File: src/sv/msh_pkg.sv
// Shared types and constants for the MurmurHash2 32-bit hash block.
// No dependencies; the front, queue, back, top level and testbench import this package.
`default_nettype none

package msh_pkg;

  localparam logic [31:0] MUR_M      = 32'h5bd1e995;
  localparam int unsigned MIX_SHIFT  = 24;
  localparam int unsigned AV_SHIFT_A = 13;
  localparam int unsigned AV_SHIFT_B = 15;

  // Register index of the seed register (paddr bit 2 carries the index).
  localparam logic REG_SEED = 1'b0;

  typedef enum logic [1:0] {
    OP_NONE,
    OP_FULL,
    OP_TAIL
  } op_kind_t;

  // One classified request travelling from the front to the back.
  typedef struct packed {
    op_kind_t    kind;
    logic        first;
    logic        last;
    logic [31:0] init;
    logic [31:0] key;
  } op_t;

  typedef struct packed {
    logic full;
    logic empty;
  } fifo_stat_t;

endpackage : msh_pkg

`default_nettype wire

File: src/sv/msh_in_if.sv
// Input request channel of the hash block: valid/ready plus message word fields.
// No dependencies.
`default_nettype none

interface msh_in_if;
  logic        valid;
  logic        ready;
  logic [31:0] data_word;
  logic [2:0]  valid_bytes;
  logic        first_item;
  logic [31:0] msg_length;
  logic        last_item;

  modport source (
    output valid, data_word, valid_bytes, first_item, msg_length, last_item,
    input  ready
  );
  modport sink (
    input  valid, data_word, valid_bytes, first_item, msg_length, last_item,
    output ready
  );
endinterface : msh_in_if

`default_nettype wire

File: src/sv/msh_out_if.sv
// Result channel of the hash block: valid/ready plus the finished hash.
// No dependencies.
`default_nettype none

interface msh_out_if;
  logic        valid;
  logic        ready;
  logic [31:0] hash_value;

  modport source (output valid, hash_value, input ready);
  modport sink   (input  valid, hash_value, output ready);
endinterface : msh_out_if

`default_nettype wire

File: src/sv/msh_front.sv
// Front end: accept requests, classify them and pre-mix full key words.
// Depends on msh_pkg and msh_in_if.
`default_nettype none

module msh_front
  import msh_pkg::*;
(
  input  wire logic       clk,
  input  wire logic       rst_n,
  msh_in_if.sink          in_chan,
  input  wire logic [31:0] seed,
  input  wire fifo_stat_t fifo_stat,
  output logic            push,
  output op_t             push_op
);

  logic        s1_v_r, s2_v_r;
  logic        s1_ready, s2_ready;
  op_kind_t    s1_kind_r;
  logic        s1_first_r, s1_last_r;
  logic [31:0] s1_init_r, s1_word_r, s1_prod_r;
  op_t         s2_op_r;

  op_kind_t    kind_in;
  logic [31:0] masked_in;
  logic [31:0] mixed_k;
  logic [31:0] prod_in;

  assign s2_ready      = !s2_v_r || !fifo_stat.full;
  assign s1_ready      = !s1_v_r || s2_ready;
  assign in_chan.ready = s1_ready;
  assign push          = s2_v_r && !fifo_stat.full;
  assign push_op       = s2_op_r;

  // Classify by byte count; counts of four and above are full words.
  always_comb begin
    kind_in   = OP_NONE;
    masked_in = in_chan.data_word;
    if (in_chan.valid_bytes[2]) begin
      kind_in = OP_FULL;
    end else begin
      unique case (in_chan.valid_bytes[1:0])
        2'd0: begin
          kind_in   = OP_NONE;
          masked_in = '0;
        end
        2'd1: begin
          kind_in   = OP_TAIL;
          masked_in = {24'd0, in_chan.data_word[7:0]};
        end
        2'd2: begin
          kind_in   = OP_TAIL;
          masked_in = {16'd0, in_chan.data_word[15:0]};
        end
        default: begin
          kind_in   = OP_TAIL;
          masked_in = {8'd0, in_chan.data_word[23:0]};
        end
      endcase
    end
  end

  assign prod_in = in_chan.data_word * MUR_M;
  assign mixed_k = (s1_prod_r ^ (s1_prod_r >> MIX_SHIFT)) * MUR_M;

  always_ff @(posedge clk) begin
    if (!rst_n) begin
      s1_v_r <= 1'b0;
      s2_v_r <= 1'b0;
    end else begin
      if (s1_ready) begin
        s1_v_r <= in_chan.valid;
      end
      if (s2_ready) begin
        s2_v_r <= s1_v_r;
      end
    end
  end

  always_ff @(posedge clk) begin
    if (s1_ready && in_chan.valid) begin
      s1_kind_r  <= kind_in;
      s1_first_r <= in_chan.first_item;
      s1_last_r  <= in_chan.last_item;
      s1_init_r  <= seed ^ in_chan.msg_length;
      s1_word_r  <= masked_in;
      s1_prod_r  <= prod_in;
    end
    if (s2_ready && s1_v_r) begin
      s2_op_r.kind  <= s1_kind_r;
      s2_op_r.first <= s1_first_r;
      s2_op_r.last  <= s1_last_r;
      s2_op_r.init  <= s1_init_r;
      s2_op_r.key   <= (s1_kind_r == OP_FULL) ? mixed_k : s1_word_r;
    end
  end

endmodule : msh_front

`default_nettype wire

File: src/sv/msh_fifo.sv
// Short request queue between the front and back halves of the hash block.
// Depends on msh_pkg. DEPTH must be a power of two, at least 2.
`default_nettype none

module msh_fifo
  import msh_pkg::*;
#(
  parameter int DEPTH = 4
) (
  input  wire logic  clk,
  input  wire logic  rst_n,
  input  wire logic  push,
  input  wire op_t   push_op,
  input  wire logic  pop,
  output op_t        pop_op,
  output fifo_stat_t stat
);

  localparam int AW = $clog2(DEPTH);
  localparam int CW = $clog2(DEPTH + 1);

  op_t           mem_r [DEPTH];
  logic [AW-1:0] wr_ptr_r, rd_ptr_r;
  logic [CW-1:0] cnt_r;

  assign stat.full  = (cnt_r == CW'(DEPTH));
  assign stat.empty = (cnt_r == '0);
  assign pop_op     = mem_r[rd_ptr_r];

  always_ff @(posedge clk) begin
    if (push) begin
      mem_r[wr_ptr_r] <= push_op;
    end
  end

  always_ff @(posedge clk) begin
    if (!rst_n) begin
      wr_ptr_r <= '0;
      rd_ptr_r <= '0;
      cnt_r    <= '0;
    end else begin
      if (push) begin
        wr_ptr_r <= wr_ptr_r + 1'b1;
      end
      if (pop) begin
        rd_ptr_r <= rd_ptr_r + 1'b1;
      end
      if (push && !pop) begin
        cnt_r <= cnt_r + 1'b1;
      end else if (pop && !push) begin
        cnt_r <= cnt_r - 1'b1;
      end
    end
  end

endmodule : msh_fifo

`default_nettype wire

File: src/sv/msh_back.sv
// Back end: fold requests into the running hash, finish and emit the result.
// Depends on msh_pkg and msh_out_if.
`default_nettype none

module msh_back
  import msh_pkg::*;
(
  input  wire logic       clk,
  input  wire logic       rst_n,
  input  wire fifo_stat_t fifo_stat,
  input  wire op_t        pop_op,
  output logic            pop,
  msh_out_if.source       out_chan
);

  typedef enum logic [1:0] {
    ST_RUN,
    ST_AVAL,
    ST_EMIT
  } state_t;

  state_t      state_r, state_nxt;
  logic [31:0] h_r, h_nxt;
  logic [31:0] m_r, m_nxt;
  logic        out_valid_r, out_valid_nxt;
  logic [31:0] out_hash_r, out_hash_nxt;
  logic [31:0] h_base;
  logic        out_free;

  assign out_free            = !out_valid_r || out_chan.ready;
  assign out_chan.valid      = out_valid_r;
  assign out_chan.hash_value = out_hash_r;
  assign pop                 = (state_r == ST_RUN) && !fifo_stat.empty;
  assign h_base              = pop_op.first ? pop_op.init : h_r;

  always_comb begin
    state_nxt     = state_r;
    h_nxt         = h_r;
    m_nxt         = m_r;
    out_valid_nxt = out_valid_r;
    out_hash_nxt  = out_hash_r;
    if (out_valid_r && out_chan.ready) begin
      out_valid_nxt = 1'b0;
    end
    unique case (state_r)
      ST_RUN: begin
        if (pop) begin
          unique case (pop_op.kind)
            OP_FULL: h_nxt = (h_base * MUR_M) ^ pop_op.key;
            OP_TAIL: h_nxt = (h_base ^ pop_op.key) * MUR_M;
            default: h_nxt = h_base;
          endcase
          if (pop_op.last) begin
            state_nxt = ST_AVAL;
          end
        end
      end
      ST_AVAL: begin
        m_nxt     = (h_r ^ (h_r >> AV_SHIFT_A)) * MUR_M;
        state_nxt = ST_EMIT;
      end
      ST_EMIT: begin
        if (out_free) begin
          out_valid_nxt = 1'b1;
          out_hash_nxt  = m_r ^ (m_r >> AV_SHIFT_B);
          state_nxt     = ST_RUN;
        end
      end
      default: state_nxt = ST_RUN;
    endcase
  end

  always_ff @(posedge clk) begin
    if (!rst_n) begin
      state_r     <= ST_RUN;
      h_r         <= '0;
      out_valid_r <= 1'b0;
    end else begin
      state_r     <= state_nxt;
      h_r         <= h_nxt;
      out_valid_r <= out_valid_nxt;
    end
    m_r        <= m_nxt;
    out_hash_r <= out_hash_nxt;
  end

endmodule : msh_back

`default_nettype wire

File: src/sv/murmur2_hash32.sv
// MurmurHash2 32-bit streaming hash. A last request passes two front stages,
// the queue, the fold step, the avalanche multiply and the output register
// before its hash shows on out_chan.valid. Throughput: one request per cycle
// for non-last words while the queue and the result side do not stall; each
// last request holds the fold loop for the two avalanche steps.
// Reset (rst_n low, synchronous): seed 0, running hash 0, queue and outputs empty.
`default_nettype none

module murmur2_hash32
  import msh_pkg::*;
#(
  parameter int FIFO_DEPTH = 4
) (
  input  wire logic        clk,
  input  wire logic        rst_n,
  msh_in_if.sink           in_chan,
  msh_out_if.source        out_chan,
  input  wire logic        psel,
  input  wire logic        penable,
  input  wire logic        pwrite,
  input  wire logic [2:0]  paddr,
  input  wire logic [31:0] pwdata,
  output logic [31:0]      prdata,
  output logic             pready
);

  // Configuration: single seed register at byte address 0.
  logic [31:0] seed_r;
  logic        cfg_wr;

  assign pready = 1'b1;
  assign cfg_wr = psel && penable && pwrite && pready;
  assign prdata = (paddr[2] == REG_SEED) ? seed_r : '0;

  always_ff @(posedge clk) begin
    if (!rst_n) begin
      seed_r <= '0;
    end else if (cfg_wr && (paddr[2] == REG_SEED)) begin
      seed_r <= pwdata;
    end
  end

  // Front classifies and pre-mixes keys; the queue decouples it from the
  // hash-dependent fold loop in the back.
  logic       push, pop;
  op_t        push_op, pop_op;
  fifo_stat_t fifo_stat;

  msh_front u_front (
    .clk       (clk),
    .rst_n     (rst_n),
    .in_chan   (in_chan),
    .seed      (seed_r),
    .fifo_stat (fifo_stat),
    .push      (push),
    .push_op   (push_op)
  );

  msh_fifo #(
    .DEPTH (FIFO_DEPTH)
  ) u_fifo (
    .clk     (clk),
    .rst_n   (rst_n),
    .push    (push),
    .push_op (push_op),
    .pop     (pop),
    .pop_op  (pop_op),
    .stat    (fifo_stat)
  );

  msh_back u_back (
    .clk       (clk),
    .rst_n     (rst_n),
    .fifo_stat (fifo_stat),
    .pop_op    (pop_op),
    .pop       (pop),
    .out_chan  (out_chan)
  );

  // Never write a full queue or read an empty one.
  a_no_overflow: assert property (@(posedge clk) disable iff (!rst_n)
    !(push && fifo_stat.full && !pop))
    else $error("request queue overflow");

  a_no_underflow: assert property (@(posedge clk) disable iff (!rst_n)
    !(pop && fifo_stat.empty))
    else $error("request queue underflow");

  // A seed write lands in the register on the next cycle.
  a_seed_write: assert property (@(posedge clk) disable iff (!rst_n)
    (cfg_wr && (paddr[2] == REG_SEED)) |=> (seed_r == $past(pwdata)))
    else $error("seed write lost");

endmodule : murmur2_hash32

`default_nettype wire

File: src/flat_wrapper.sv
// flat-port wrapper written by rule: the top's interface ports become plain ports
module murmur2_hash32_flat import msh_pkg::*;
#(
  parameter int FIFO_DEPTH = 4
)
  (clk, rst_n, psel, penable, pwrite, paddr, pwdata, prdata, pready, in_chan_valid, in_chan_data_word, in_chan_valid_bytes, in_chan_first_item, in_chan_msg_length, in_chan_last_item, in_chan_ready, out_chan_valid, out_chan_hash_value, out_chan_ready);
  msh_in_if in_chan_i ();
  msh_out_if out_chan_i ();
  input  wire logic clk;
  input  wire logic rst_n;
  input  wire logic psel;
  input  wire logic penable;
  input  wire logic pwrite;
  input  wire logic [2:0] paddr;
  input  wire logic [31:0] pwdata;
  output logic [31:0] prdata;
  output logic pready;
  input wire logic [$bits(in_chan_i.valid)-1:0] in_chan_valid;
  input wire logic [$bits(in_chan_i.data_word)-1:0] in_chan_data_word;
  input wire logic [$bits(in_chan_i.valid_bytes)-1:0] in_chan_valid_bytes;
  input wire logic [$bits(in_chan_i.first_item)-1:0] in_chan_first_item;
  input wire logic [$bits(in_chan_i.msg_length)-1:0] in_chan_msg_length;
  input wire logic [$bits(in_chan_i.last_item)-1:0] in_chan_last_item;
  output wire logic [$bits(in_chan_i.ready)-1:0] in_chan_ready;
  output wire logic [$bits(out_chan_i.valid)-1:0] out_chan_valid;
  output wire logic [$bits(out_chan_i.hash_value)-1:0] out_chan_hash_value;
  input wire logic [$bits(out_chan_i.ready)-1:0] out_chan_ready;
  assign in_chan_i.valid = in_chan_valid;
  assign in_chan_i.data_word = in_chan_data_word;
  assign in_chan_i.valid_bytes = in_chan_valid_bytes;
  assign in_chan_i.first_item = in_chan_first_item;
  assign in_chan_i.msg_length = in_chan_msg_length;
  assign in_chan_i.last_item = in_chan_last_item;
  assign in_chan_ready = in_chan_i.ready;
  assign out_chan_valid = out_chan_i.valid;
  assign out_chan_hash_value = out_chan_i.hash_value;
  assign out_chan_i.ready = out_chan_ready;
  murmur2_hash32 #(.FIFO_DEPTH(FIFO_DEPTH)) u_core (.clk(clk), .rst_n(rst_n), .in_chan(in_chan_i), .out_chan(out_chan_i), .psel(psel), .penable(penable), .pwrite(pwrite), .paddr(paddr), .pwdata(pwdata), .prdata(prdata), .pready(pready));
endmodule
File: config.mk
export PLATFORM = sky130hd
export DESIGN_NAME = murmur2_hash32_flat
export DESIGN_NICKNAME = d
export VERILOG_FILES = /design/src/sv/msh_pkg.sv /design/src/sv/msh_in_if.sv /design/src/sv/msh_out_if.sv /design/src/sv/msh_front.sv /design/src/sv/msh_fifo.sv /design/src/sv/msh_back.sv /design/src/sv/murmur2_hash32.sv /design/src/flat_wrapper.sv
export SDC_FILE = /design/constraint.sdc
export NUM_CORES = 2
export LEC_CHECK = 0
export ABC_AREA = 1
export BUFFER_PORTS_ARGS = -buffer_cell sky130_fd_sc_hd__clkbuf_2
export CAP_MARGIN = 20
export CORE_MARGIN = 1
export CORE_UTILIZATION = 25
export CTS_BUF_LIST = sky130_fd_sc_hd__clkbuf_4
export DETAILED_ROUTE_END_ITERATION = 10
export MAX_ROUTING_LAYER = met4
export PLACE_DENSITY = 0.39
export SLEW_MARGIN = 20
export SYNTH_ARGS = -nofsm -noshare
export SYNTH_HDL_FRONTEND = slang
export SYNTH_SLANG_ARGS = --single-unit
File: constraint.sdc
create_clock -name clk -period 7.52 [get_ports clk]
set_clock_uncertainty 0.1 [all_clocks]
set_input_delay 1.504 -clock clk [delete_from_list [all_inputs] [get_ports clk]]
set_output_delay 1.504 -clock clk [all_outputs]
set_load 0.05 [all_outputs]
After elaboration in Yosys (flattened, before gate mapping) --
Memory sizes are Yosys's and may differ from the RTL's. A register that Yosys moved wholly into a read port is not among the register bits. Cells that the tools add are included.
Storage, ports and cells: ROM bits 0, memories kept 1, logic and storage cells 97, input bits 111, bits in latches 0, output and inout bits 67, register bits after elaboration 308, memory bits (writable) 272
Memories:
- u_core.u_fifo.mem_r | depth 4, bits a word 68, read ports 1, clocked after Yosys merged registers in 1, write ports 1, line msh_fifo.sv:22 | op_t mem_r [DEPTH];
Operators by class: $add $sub $neg 4, div/mod/pow operators 0, bitwise operators 7, mux-type cells 20, shifts and indexed selects 0, multiply operators 5, reductions and logical operators 27, equal/unequal tests 11, magnitude comparators 0
Operator list (count):
- multiplier 32 x 31 -> 32 bit, second input constant | 5
- 2-to-1 mux 32 bit | 4
- bitwise XOR 32 bit | 3
- case mux 24 bit (3 select lines) | 1
- case mux 32 bit (2 select lines) | 1
- bitwise XOR 32 x 17 -> 32 bit | 1
- bitwise XOR 32 x 19 -> 32 bit | 1
- bitwise XOR 32 x 8 -> 32 bit | 1
- 2-to-1 mux 2 bit | 6
- logical AND 1 bit | 10
- equality test 2 x 1 -> 1 bit, second input constant | 4
- logical NOT 1 bit | 7
- equality test 2 bit, second input constant | 3
- 2-to-1 mux 3 bit | 2
- case mux 2 bit (3 select lines) | 1
- 2-to-1 mux 1 bit | 5
- adder 2 x 1 -> 2 bit, second input constant | 2
- logical NOT 2 bit | 2
- != test 2 x 1 -> 1 bit, second input constant | 2
- AND reduction 2 bit | 2
- adder 3 x 1 -> 3 bit, second input constant | 1
- equality test 3 bit, second input constant | 1
- logical NOT 3 bit | 1
- logical OR 1 bit | 3
- 5 further kinds | 5

Depth between registers and ports, before layout --
depth in word-level cells 7, depth in mapped cells 44, depth with buffers taken out 43

Modules after synthesis --
From an unflattened synthesis, not the netlist that was laid out.
Unflattened totals: cell total of the unflattened synthesis 7285, area, all modules 69489.1 um2
By module, submodules not included:
- msh_back | sequential area each 2622.5 um2, cells each 3758, instances 1, area an instance 32738.9 um2
- msh_front | sequential area each 5084.9 um2, cells each 2531, instances 1, area an instance 24561.1 um2
- msh_fifo | sequential area each 8348.0 um2, cells each 715, instances 1, area an instance 10503.8 um2
- murmur2_hash32 | sequential area each 640.6 um2, cells each 281, instances 1, area an instance 1685.4 um2

Least setup slack after synthesis --
OpenSTA, ideal clock, no wires.
path type flip-flop to flip-flop, from register (tool-made name), to register u_core.u_back.h_r[31], period minus slack after synthesis 8001 ps, required time 7289 ps, buffers on the path 6, setup slack -481 ps, library setup time 131 ps, arrival time 7771 ps, stages on the path, launching flop included 38, cells stage by stage dfxtp_1 inv_2 buf_6 buf_6 buf_6 buf_4 buf_4 buf_2 o21ai_0 o22ai_1 nand2_1 o21ai_0 xnor2_1 fa_1 ha_1 inv_1 fa_1 inv_1 (+2 left out) fa_1 fa_1 inv_1 fa_1 inv_1 ha_1 nand2_1 nand2_1 a21oi_1 nor2_1 a2111oi_0 nand2_1 inv_1 nand3_1 nand3_1 nand3_1 nand2_1 a21oi_2
RTL lines:
- to (signal assigned) | line msh_back.sv:80 | h_r <= h_nxt;
- to (decl) | line msh_back.sv:23 | logic [31:0] h_r, h_nxt;

==> metrics.yaml <==
ys_top_cells_by_area: "fa_1 (26%), edfxtp_1 (22%), ha_1 (20%)"
cp-end-kind: "flip-flop"
r2r-end: "u_core.u_back.h_r[31]"
cts-hold-fix-buffers: 0
routabilityCongestion: 0.906
core_area_um2: 269000
grt_max_degree: 64
reg2reg_slack_ns: -0.27
cp_max_fo: 7
grtUsageTotal_pct: 16.9
num-fill-cells: 28300
critPathLaunchType: "flip-flop"
hold_path_class: "reg -> reg"
hold_start: "u_core.u_front.s1_init_r[15]"
initial_core_util_pct: 25.2
fp.dieW_um: 523
cts_max_path_buffers: 4
ant_nets: 0
dp_slack_ns: -0.663
reg2reg_depth: 34
status: "complete, but fails checks"
crit_required_ns: 8.34
vias: 48100
setup_viol: 9
instances_no_fill: 11500
rsz0062_at_grt: "true"
ys_ff_latch: 582
post-route-min-period_ns: 7.79
portBuffers: 174
violations: "negative setup slack"
avgSynthCellArea_um2: 10.0
slowest_delay_ns: 0.56
hpwlAfterDp_mm: 187
whs_path_depth: 0
cts_tree: "built"
yosysWarningCount: 0
whs_ns: 0.304
drv_cap: 0
cts_max_level: 4
critPathKind: "reg -> reg"
fin_crit_sh_pct: 104
async_reset_ff_share_pct: 0
hold-path-endpoint: "u_core.u_front.push_op[47]"
io-pin-count: 178
drc_errors: 0
dr.pass1.iters: 7
final_nets: 9875
synth_ff_type: "edfxtp_1"
syn_area_um2: 67700
ys_types: 60
die-area_um2: 273000
grt_pass1_wl_mm: 331
drt_iter0_markers: 2082
worstPathArrival_ns: 8.61
seq_area_frac_synth_pct: 24.6
hold_viol_final: 0
setup_slack_ns: -0.275
cp_common_cell: "fa_1"
cpMaxStageDelayCell: "fa_1"
clk_pin_slew_ns: 0.07
synth_top_cell_by_area: "fa_1"
slew_viol_final: 0
drive_gt1_share_pct: 20.2
chipHeight_um: 523
worst_pin_slew_ns: 0.997
vias_per_cell: 4.19
syn_nets: 8843
drt_wl_total_mm: 222
row_count: 190
clock_sinks: 582
slew_headroom_pct: 33.6
syn2layout_area_growth_pct: 22.6
overflow: 0
max_clock_freq_ghz: 0.128
wl_per_cell_um: 19.4
synth_top_area_share_pct: 26.4
antenna_found_initial: 14
cts_root_buf: "clkbuf_4"
yosysMostFrequentCell: "inv_1"
clock_latency_ns: 1.15
place_inst: 11100
cts_inserted_buffers: 173
grt_pass1_vias: 51600
synth_commonest_cells: "inv_1 (1915), ha_1 (1071), fa_1 (893), nand2_1 (669), edfxtp_1 (504)"
syn_inst: 6768
synth_edf_count: 504
[critical path: cells and delay by family, from the launching register on]
family                   cells  cell delay (ns)
adder cells (fa/ha/maj)      9             3.90
AO/OA/AOI/OAI                6             1.35
buffers and inverters       11             1.15
AND/OR/NAND/NOR              8             0.70
flip-flops                   1             0.40
[cells by family (layout without fill, tap and decap cells)]
family | Yosys count | count (layout) | synth area share [%]
XOR/XNOR | 366 | 366 | 4.82
buffers and inverters | 2025 | 3171 | 11.5
AND/OR/NAND/NOR | 1163 | 1164 | 7.22
other | 1 | 12 | 0.00554
flip-flops | 582 | 582 | 24.6
AO/OA/AOI/OAI | 667 | 667 | 5.62
adder cells (fa/ha/maj) | 1964 | 1964 | 46.2
[stage by stage]
stage               instance area [um^2]  utilization (%)  setup TNS, ns
floorplan                          67800                -        -0.0253
global placement                   78100             29.1          -8.28
detailed placement                 78100             29.1          -8.76
CTS                                81900             30.5          -1.82
global route                       83000             30.9          -5.70
finish                             83000             30.9          -1.37
[placed cells by master, fill, tap and decap left out, drive strengths merged, types with 6 or more instances in the layout]
cell,n
o21bai,11
xnor2,169
dfxtp,78
nand4,17
o221ai,9
a31oi,16
o21ai,244
diode,11
clkinv,34
ha,1071
a21o,7
o22ai,21
nand2,703
edfxtp,504
inv,1926
fa,893
o211ai,24
or2,21
nor3,14
a21oi,283
buf,775
nor2,246
a211oi,6
nor4,9
a32o,18
clkbuf,432
nand3b,8
xor2,197
a221oi,8
nand3,145
[layer usage]
metal  global-route usage [%]  vias to the layer above  part of all wire, %  routed length (um)
met1                     22.1                    23800                   47              103000
met4                     3.43                        0                  1.9                4250
met3                     1.81                      197                  3.0                6670
met2                     28.2                      783                   49              108000
met5                        -                        -                    0                   0
li1                         -                    23300                    -                   -
[worst max path at each step]
stage | startpoint | endpoint | cells past startpoint
2_1_floorplan | flip-flop | u_core.u_back.h_r[31] | 38
3_3_place_gp | flip-flop | u_core.u_back.h_r[29] | 37
3_5_place_dp | flip-flop | u_core.u_back.h_r[26] | 37
4_1_cts | flip-flop | u_core.u_back.h_r[31] | 39
5_1_grt | flip-flop | u_core.u_back.h_r[29] | 35
6_report | flip-flop | u_core.u_back.h_r[31] | 34
[registers in the layout (all words and copies together), names as in the netlist, 2 cells and up, named ones only]
name / flops
u_core.u_back.h_r: 32
u_core.u_fifo.rd_ptr_r: 2
u_core.u_front.s1_prod_r: 32
u_core.u_back.state_r: 2
u_core.u_fifo.cnt_r: 3
u_core.u_front.push_op: 68
u_core.seed_r: 32
u_core.u_back.out_chan.hash_value: 32
u_core.u_front.s1_kind_r: 2
u_core.u_back.m_r: 32
u_core.u_fifo.wr_ptr_r: 2
u_core.u_fifo.mem_r: 272
u_core.u_front.s1_word_r: 32
u_core.u_front.s1_init_r: 32
[area by class of cell]
type / instances / area [um^2] / share of cell area, %
Antenna cell: 11 / 27.5 / 0.0331
Clock buffer: 256 / 1920 / 2.31
Clock inverter: 34 / 160 / 0.193
Inverter: 1930 / 7270 / 8.76
Multi-Input combinational cell: 4162 / 45100 / 54.3
Sequential cell: 582 / 16700 / 20.1
Tap cell: 3552 / 4440 / 5.35
Timing Repair Buffer: 951 / 7400 / 8.91
[what timing repair did]
item,4_1_cts,5_1_grt
gates resized for setup,264,199
pin swaps,86,109
setup buffers,49,30
hold endpoints to repair,0,0
gates cloned,2,2
setup endpoints to repair,17,29
Power is left out: the tool's default activity adds up to more than one toggle a clock period on the data nets, which glitch-free logic cannot reach.
